### config.mk
export PLATFORM = sky130hd
export DESIGN_NAME = rna_ctrl
export DESIGN_NICKNAME = d
export VERILOG_FILES = /design/src/rational_number_alu_top_macros.svh /design/src/rna_pkg.sv /design/src/rna_ctrl.sv
export SDC_FILE = /design/constraint.sdc
export NUM_CORES = 1
export LEC_CHECK = 0
export ABC_AREA = 1
export BUFFER_PORTS_ARGS = -buffer_cell sky130_fd_sc_hd__buf_2
export CAP_MARGIN = 10
export CORE_MARGIN = 3
export CORE_UTILIZATION = 36
export CTS_CLUSTER_DIAMETER = 50
export DETAILED_ROUTE_END_ITERATION = 8
export GPL_TIMING_DRIVEN = 0
export PLACE_DENSITY_LB_ADDON = 0.3
export SYNTH_ARGS = -nofsm -noshare
export SYNTH_HDL_FRONTEND = slang
export SYNTH_SLANG_ARGS = --single-unit
### constraint.sdc
create_clock -name clk -period 3 [get_ports clk]
set_input_delay 0.9 -clock clk [delete_from_list [all_inputs] [get_ports clk]]
set_output_delay 0.9 -clock clk [all_outputs]
set_load 0.01 [all_outputs]
### src/rational_number_alu_top_macros.svh
// Assertion macros for the rational ALU.
`ifndef RATIONAL_NUMBER_ALU_TOP_MACROS_SVH
`define RATIONAL_NUMBER_ALU_TOP_MACROS_SVH
`ifndef SYNTHESIS
`define RNA_ASSERT_IMP(label, clk, rst, a, c) \
  label: assert property (@(posedge clk) disable iff (rst) (a) |-> (c)) else $error("%m");
`define RNA_ASSERT_NXT(label, clk, rst, a, c) \
  label: assert property (@(posedge clk) disable iff (rst) (a) |=> (c)) else $error("%m");
`else
`define RNA_ASSERT_IMP(label, clk, rst, a, c)
`define RNA_ASSERT_NXT(label, clk, rst, a, c)
`endif
`endif

### src/rna_pkg.sv
// ----------------------------------------------------------------------------
// rna_pkg
// Shared types and codes of the rational ALU.
// ----------------------------------------------------------------------------
package rna_pkg;
  localparam logic [2:0] K_CREATE = 3'd0;
  localparam logic [2:0] K_ADD    = 3'd1;
  localparam logic [2:0] K_SUB    = 3'd2;
  localparam logic [2:0] K_MUL    = 3'd3;
  localparam logic [2:0] K_DIV    = 3'd4;
  localparam logic [2:0] K_CMP    = 3'd5;

  localparam logic [1:0] ST_OK   = 2'd0;
  localparam logic [1:0] ST_DIVZ = 2'd1;
  localparam logic [1:0] ST_OVF  = 2'd2;

  // Datapath operations, one per controller step.
  typedef enum logic [3:0] {
    OP_NONE, OP_LOAD, OP_MUL0, OP_MUL1, OP_MUL2, OP_ADD, OP_GCD_INIT, OP_MOD_STEP,
    OP_GCD_SWAP, OP_DIV_INIT, OP_DIV_STEP, OP_DIV_NEXT, OP_FINISH
  } op_t;

  typedef struct packed {
    op_t op;
  } cmd_t;

  typedef struct packed {
    logic div_done;  // shift/subtract loop finished its bits
    logic y_zero;    // gcd remainder is zero
    logic skip;      // result already decided at load
    logic is_add;    // add or subtract needs the cross sum
  } sts_t;
endpackage

### src/rna_ctrl.sv
// ----------------------------------------------------------------------------
// rna_ctrl
// Sequencer for load, products, gcd loop, two divisions and hand-over.
// ----------------------------------------------------------------------------
module rna_ctrl (
  input  logic          clk,
  input  logic          rst,
  input  logic          in_fire,
  input  logic          out_fire,
  input  rna_pkg::sts_t sts,
  output rna_pkg::cmd_t cmd,
  output logic          busy,
  output logic          done
);
  typedef enum logic [3:0] {
    S_IDLE, S_M0, S_M1, S_M2, S_ADD, S_GI, S_MOD, S_SWAP, S_DI, S_DS1,
    S_DN, S_DS2, S_FIN, S_OUT
  } state_t;
  state_t state;

  always_comb begin
    cmd.op = rna_pkg::OP_NONE;
    unique case (state)
      S_IDLE: if (in_fire) cmd.op = rna_pkg::OP_LOAD;
      S_M0:   cmd.op = rna_pkg::OP_MUL0;
      S_M1:   cmd.op = rna_pkg::OP_MUL1;
      S_M2:   cmd.op = rna_pkg::OP_MUL2;
      S_ADD:  cmd.op = rna_pkg::OP_ADD;
      S_GI:   cmd.op = rna_pkg::OP_GCD_INIT;
      S_MOD:  cmd.op = sts.div_done ? rna_pkg::OP_GCD_SWAP : rna_pkg::OP_MOD_STEP;
      S_SWAP: cmd.op = rna_pkg::OP_NONE;
      S_DI:   cmd.op = rna_pkg::OP_DIV_INIT;
      S_DS1, S_DS2: cmd.op = sts.div_done ? rna_pkg::OP_NONE : rna_pkg::OP_DIV_STEP;
      S_DN:   cmd.op = rna_pkg::OP_DIV_NEXT;
      S_FIN:  cmd.op = rna_pkg::OP_FINISH;
      default: cmd.op = rna_pkg::OP_NONE;
    endcase
  end

  always_ff @(posedge clk) begin
    if (rst) begin
      state <= S_IDLE; done <= 1'b0;
    end else begin
      unique case (state)
        S_IDLE: if (in_fire) state <= S_M0;
        S_M0:   state <= S_M1;
        S_M1:   state <= S_M2;
        S_M2:   state <= sts.skip ? S_OUT : (sts.is_add ? S_ADD : S_GI);
        S_ADD:  state <= S_GI;
        S_GI:   state <= S_SWAP;
        // S_SWAP tests the divisor; S_MOD runs one remainder.
        S_SWAP: state <= sts.y_zero ? S_DI : S_MOD;
        S_MOD:  if (sts.div_done) state <= S_SWAP;
        S_DI:   state <= S_DS1;
        S_DS1:  if (sts.div_done) state <= S_DN;
        S_DN:   state <= S_DS2;
        S_DS2:  if (sts.div_done) state <= S_FIN;
        S_FIN:  state <= S_OUT;
        S_OUT:  if (out_fire) state <= S_IDLE;
        default: state <= S_IDLE;
      endcase
      done <= (state == S_FIN) || (state == S_M2 && sts.skip) ||
              (done && !out_fire);
    end
  end
  assign busy = (state != S_IDLE);
endmodule

=== After elaboration in Yosys (flattened, before gate mapping) ===
Index checks and enable logic that the tools add are counted.

* Bits in registers: 5
* Input port bits: 8
* Output and inout port bits: 6
* Logic and storage cells: 42

* Eq/ne operators: 18
* Muxes and demuxes: 13
* Reductions and logical operators: 9

{| class="wikitable"
|+ Operators by type and width
! cell !! count
|-
| $pmux 4 s14 || 1
|-
| $pmux 4 s11 || 1
|-
| $mux 4 || 9
|-
| $eq 4x4->1 const B || 6
|-
| $eq 4x3->1 const B || 4
|-
| $ne 2x2->1 const B || 5
|-
| $eq 4x2->1 const B || 2
|-
| $reduce_and 5->1 || 1
|-
| $eq 4x1->1 const B || 1
|-
| $logic_not 4->1 || 1
|-
| $reduce_bool 4->1 || 1
|-
| $logic_and 1x1->1 || 2
|-
| $logic_or 1x1->1 || 2
|-
| $mux 1 || 2
|-
| $reduce_or 2->1 || 1
|-
| $logic_not 1->1 || 1
|}

=== Logic depth before layout (Yosys ltp) ===
* Depth in word-level cells: 4
* Gate-level depth with buffers: 8
* Mapped depth without buffers: 8

=== Worst setup path before layout ===
No wires, ideal clock.

* Path type: input to output
* Start: input sts[3] (netlist bit)
* End: output cmd[2] (netlist bit)
* Arrival: 1,398 ps
* Data required time: 2,100 ps
* Path slack: 702 ps
* Stages: 5
* Path buffers: 0
* Cell sequence: inv_1 -> nand3_2 -> o21ai_0 -> nor3_1 -> o21ai_0

{| class="wikitable"
|+ RTL lines
! item !! RTL line !! text
|-
| start, declared || rna_ctrl.sv:10 || <nowiki>input rna_pkg::sts_t sts,</nowiki>
|-
| end, declared || rna_ctrl.sv:11 || <nowiki>output rna_pkg::cmd_t cmd,</nowiki>
|}

==> qor.txt <==
Detailed-placement wirelength estimate -> 1030 um
Final-report hold violation count -> 0
Gp weighted congestion -> 0.909
Post-layout min period -> 2.55 ns
Most area-hungry cell type in the Yosys netlist -> dfxtp_1
Initial antenna violation count -> 0
FF-to-FF setup slack -> 1.69 ns
Row Count -> 12
Setup Fix Bufs, Post-CTS -> 0
Hold_ws -> 0.535 ns
PostCTS Resize Cnt -> 0
Power Density -> 527 nW/um^2
# clock sinks -> 5
Placed cell areas -> 553 um^2
Total negative slack -> 0 ns
Largest net degree at the start of global routing -> 9
Clock latency on the worst-skew pair -> 0.25 ns
CP arrival -> 1.65 ns
Clock Path Buffers -> 2
Post-Syn Area -> 470 um^2
Final instance area -> 579 um^2
Worst Reg2Reg Path Length in Cells -> 7
Finish-stage setup viols -> 0
Reg2Reg Launch Point -> state[2]
Final net count -> 107
Max-slew violation count -> 0
Cts bufs inserted -> 3
Total length of routed wires -> 1270 um
# Max-Cap Violations -> 0
Fmax -> 392 MHz
H-tree lvl count -> 1
Post-CTS Hold Buffers -> 0
Initial Util -> 40.2%
Antenna-violating nets left -> 0
N_diodes -> 0
Die W -> 42.2 um
DR vias -> 589
Cell count after synthesis -> 81
Boundary Pins -> 14
Rel. slew slack -> 78.9%
Clock Skews -> 0.00393 ns
Synth top area cells -> dfxtp_1, nand2_1, a21oi_1, inv_1, nand3_1
Crit share post-route -> 84.9%
Die Y -> 42.2 um
RSZ-0062 raised after global routing -> false
Average size of a mapped cell -> 5.81 um^2
Combinational power share -> 45.1%
RR Endpoint -> state[0]
Sw frac -> 42.2%
Post-synthesis sequential area ratio -> 21.3%
Overall fraction of global-route tracks in use -> 14.8%
Crit end category -> output pin
Root buffer cell -> clkbuf_4
Vias in the first global route -> 501
CP Launch Point -> sts[3]
Core area -> 1170 um^2
# DRC -> 0
Worst Tran Pin Value -> 0.317 ns
Wire per inst -> 11.3 um
CTS tree -> done
Vias/cell -> 5.26
Switching pwr -> 129 uW
Status -> completed
Peak VDD IR -> 0.289 mV
Crit start category -> input port
Fraction of layout instances using a drive strength above 1 -> 27.6%
Int Power -> 176 uW
End of the critical path -> cmd[2]
Worst hold path class -> flip-flop to flip-flop
Crit Path Max Fanout -> 3
Clk slew on worst S/H paths -> 0.05 ns
Area growth syn-to-layout -> 23.1%
Leak -> 0.306 nW
Port bufs -> 13
Clock network fraction of design power -> 26.2%
Worst Path Required -> 2.10 ns
Synth Warn # -> 0
Die ar. -> 1780 um^2
Seq pwr share -> 28.6%
Gr ovfl total -> 0
Mapped Nets -> 89
Critical path class -> input port to output pin
Seq cells post-synth -> 5
Post-synth cell types -> 18
Initial DRC count -> 19
First drt pass iteration count -> 4
Share of the synthesized area in the top cell type -> 21.3%
First-pass GRT wire length -> 2100 um
[metal layers]
metal | vias up | wire [um] | GRT usage, % | share of wire [%]
met5 | - | 0 | 0 | 0
met1 | 261 | 578 | 19.9 | 46
met2 | 28 | 575 | 23.5 | 45
li1 | 300 | - | - | -
met4 | 0 | 0 | 1.86 | 0
met3 | 0 | 111 | 5.15 | 8.8
[state kept, by name, summed over array words and instances, names as in the netlist]
| name | cells |
|---|---|
| done | 1 |
| state | 4 |
[cell type report]
class                   count  area [um^2]
repair buffers             13         65.1
multi-input cells          62          318
inverters                  14         52.6
clock buffers               4         26.3
well taps                  14         17.5
flip-flops and latches      5          100
fillers                   120          592
[synth_stat cells, drive strengths merged]
master / instances
a21oi: 9
nand3: 9
nor3: 1
nand2: 19
inv: 14
nand3b: 2
nor2: 13
dfxtp: 5
o21ai: 6
o211ai: 2
o2111ai: 1
[through the flow]
stage	instances	util, %	setup slack (ns)	total power, mW
CTS	112	49.5	0.441	0.305
detailed placement	108	47.2	0.441	0.225
finish	112	49.5	0.452	0.305
global route	112	49.5	0.343	0.329
global placement	108	47.2	0.450	0.224
floorplan	81	-	0.702	0.182
[cells by family after synthesis]
| group | after synthesis | synth area share [%] |
|---|---|---|
| compound gates | 18 | 21.0 |
| buf+inv | 14 | 11.2 |
| flops | 5 | 21.3 |
| simple gates | 44 | 46.5 |
[power by group through the flow]
stage | Combinational (mW) | Clock [mW] | Sequential (mW)
floorplan | 0.0964 | 0 | 0.0852
global placement | 0.135 | 0 | 0.0885
detailed placement | 0.137 | 0 | 0.0884
CTS | 0.137 | 0.0813 | 0.0871
global route | 0.153 | 0.0874 | 0.0890
finish | 0.138 | 0.0801 | 0.0874
[cell usage in the layout (no fill, tap or decap), drive strengths merged]
cell type and count:
nand2 19, inv 14, buf 13, nor2 13, a21oi 9, nand3 9, o21ai 6, dfxtp 5
clkbuf 4, o211ai 2, nand3b 2, nor3 1, o2111ai 1
[critical path, stage by stage]
cell	delay [ns]
buf_2	0.09
inv_1	0.06
nand3_2	0.10
o21ai_0	0.11
nor3_1	0.15
o21ai_0	0.10
buf_2	0.14
[worst min path at each step]
stage	start	endpoint	slack [ns]	depth (start not counted)
floorplan	state[1]	state[1]	0.49	2
global placement	done	done	0.51	2
detailed placement	done	done	0.52	2
CTS	done	done	0.54	2
global route	state[1]	state[1]	0.58	2
finish	done	done	0.53	2
Note: power is estimated with default switching activity, not from simulation.
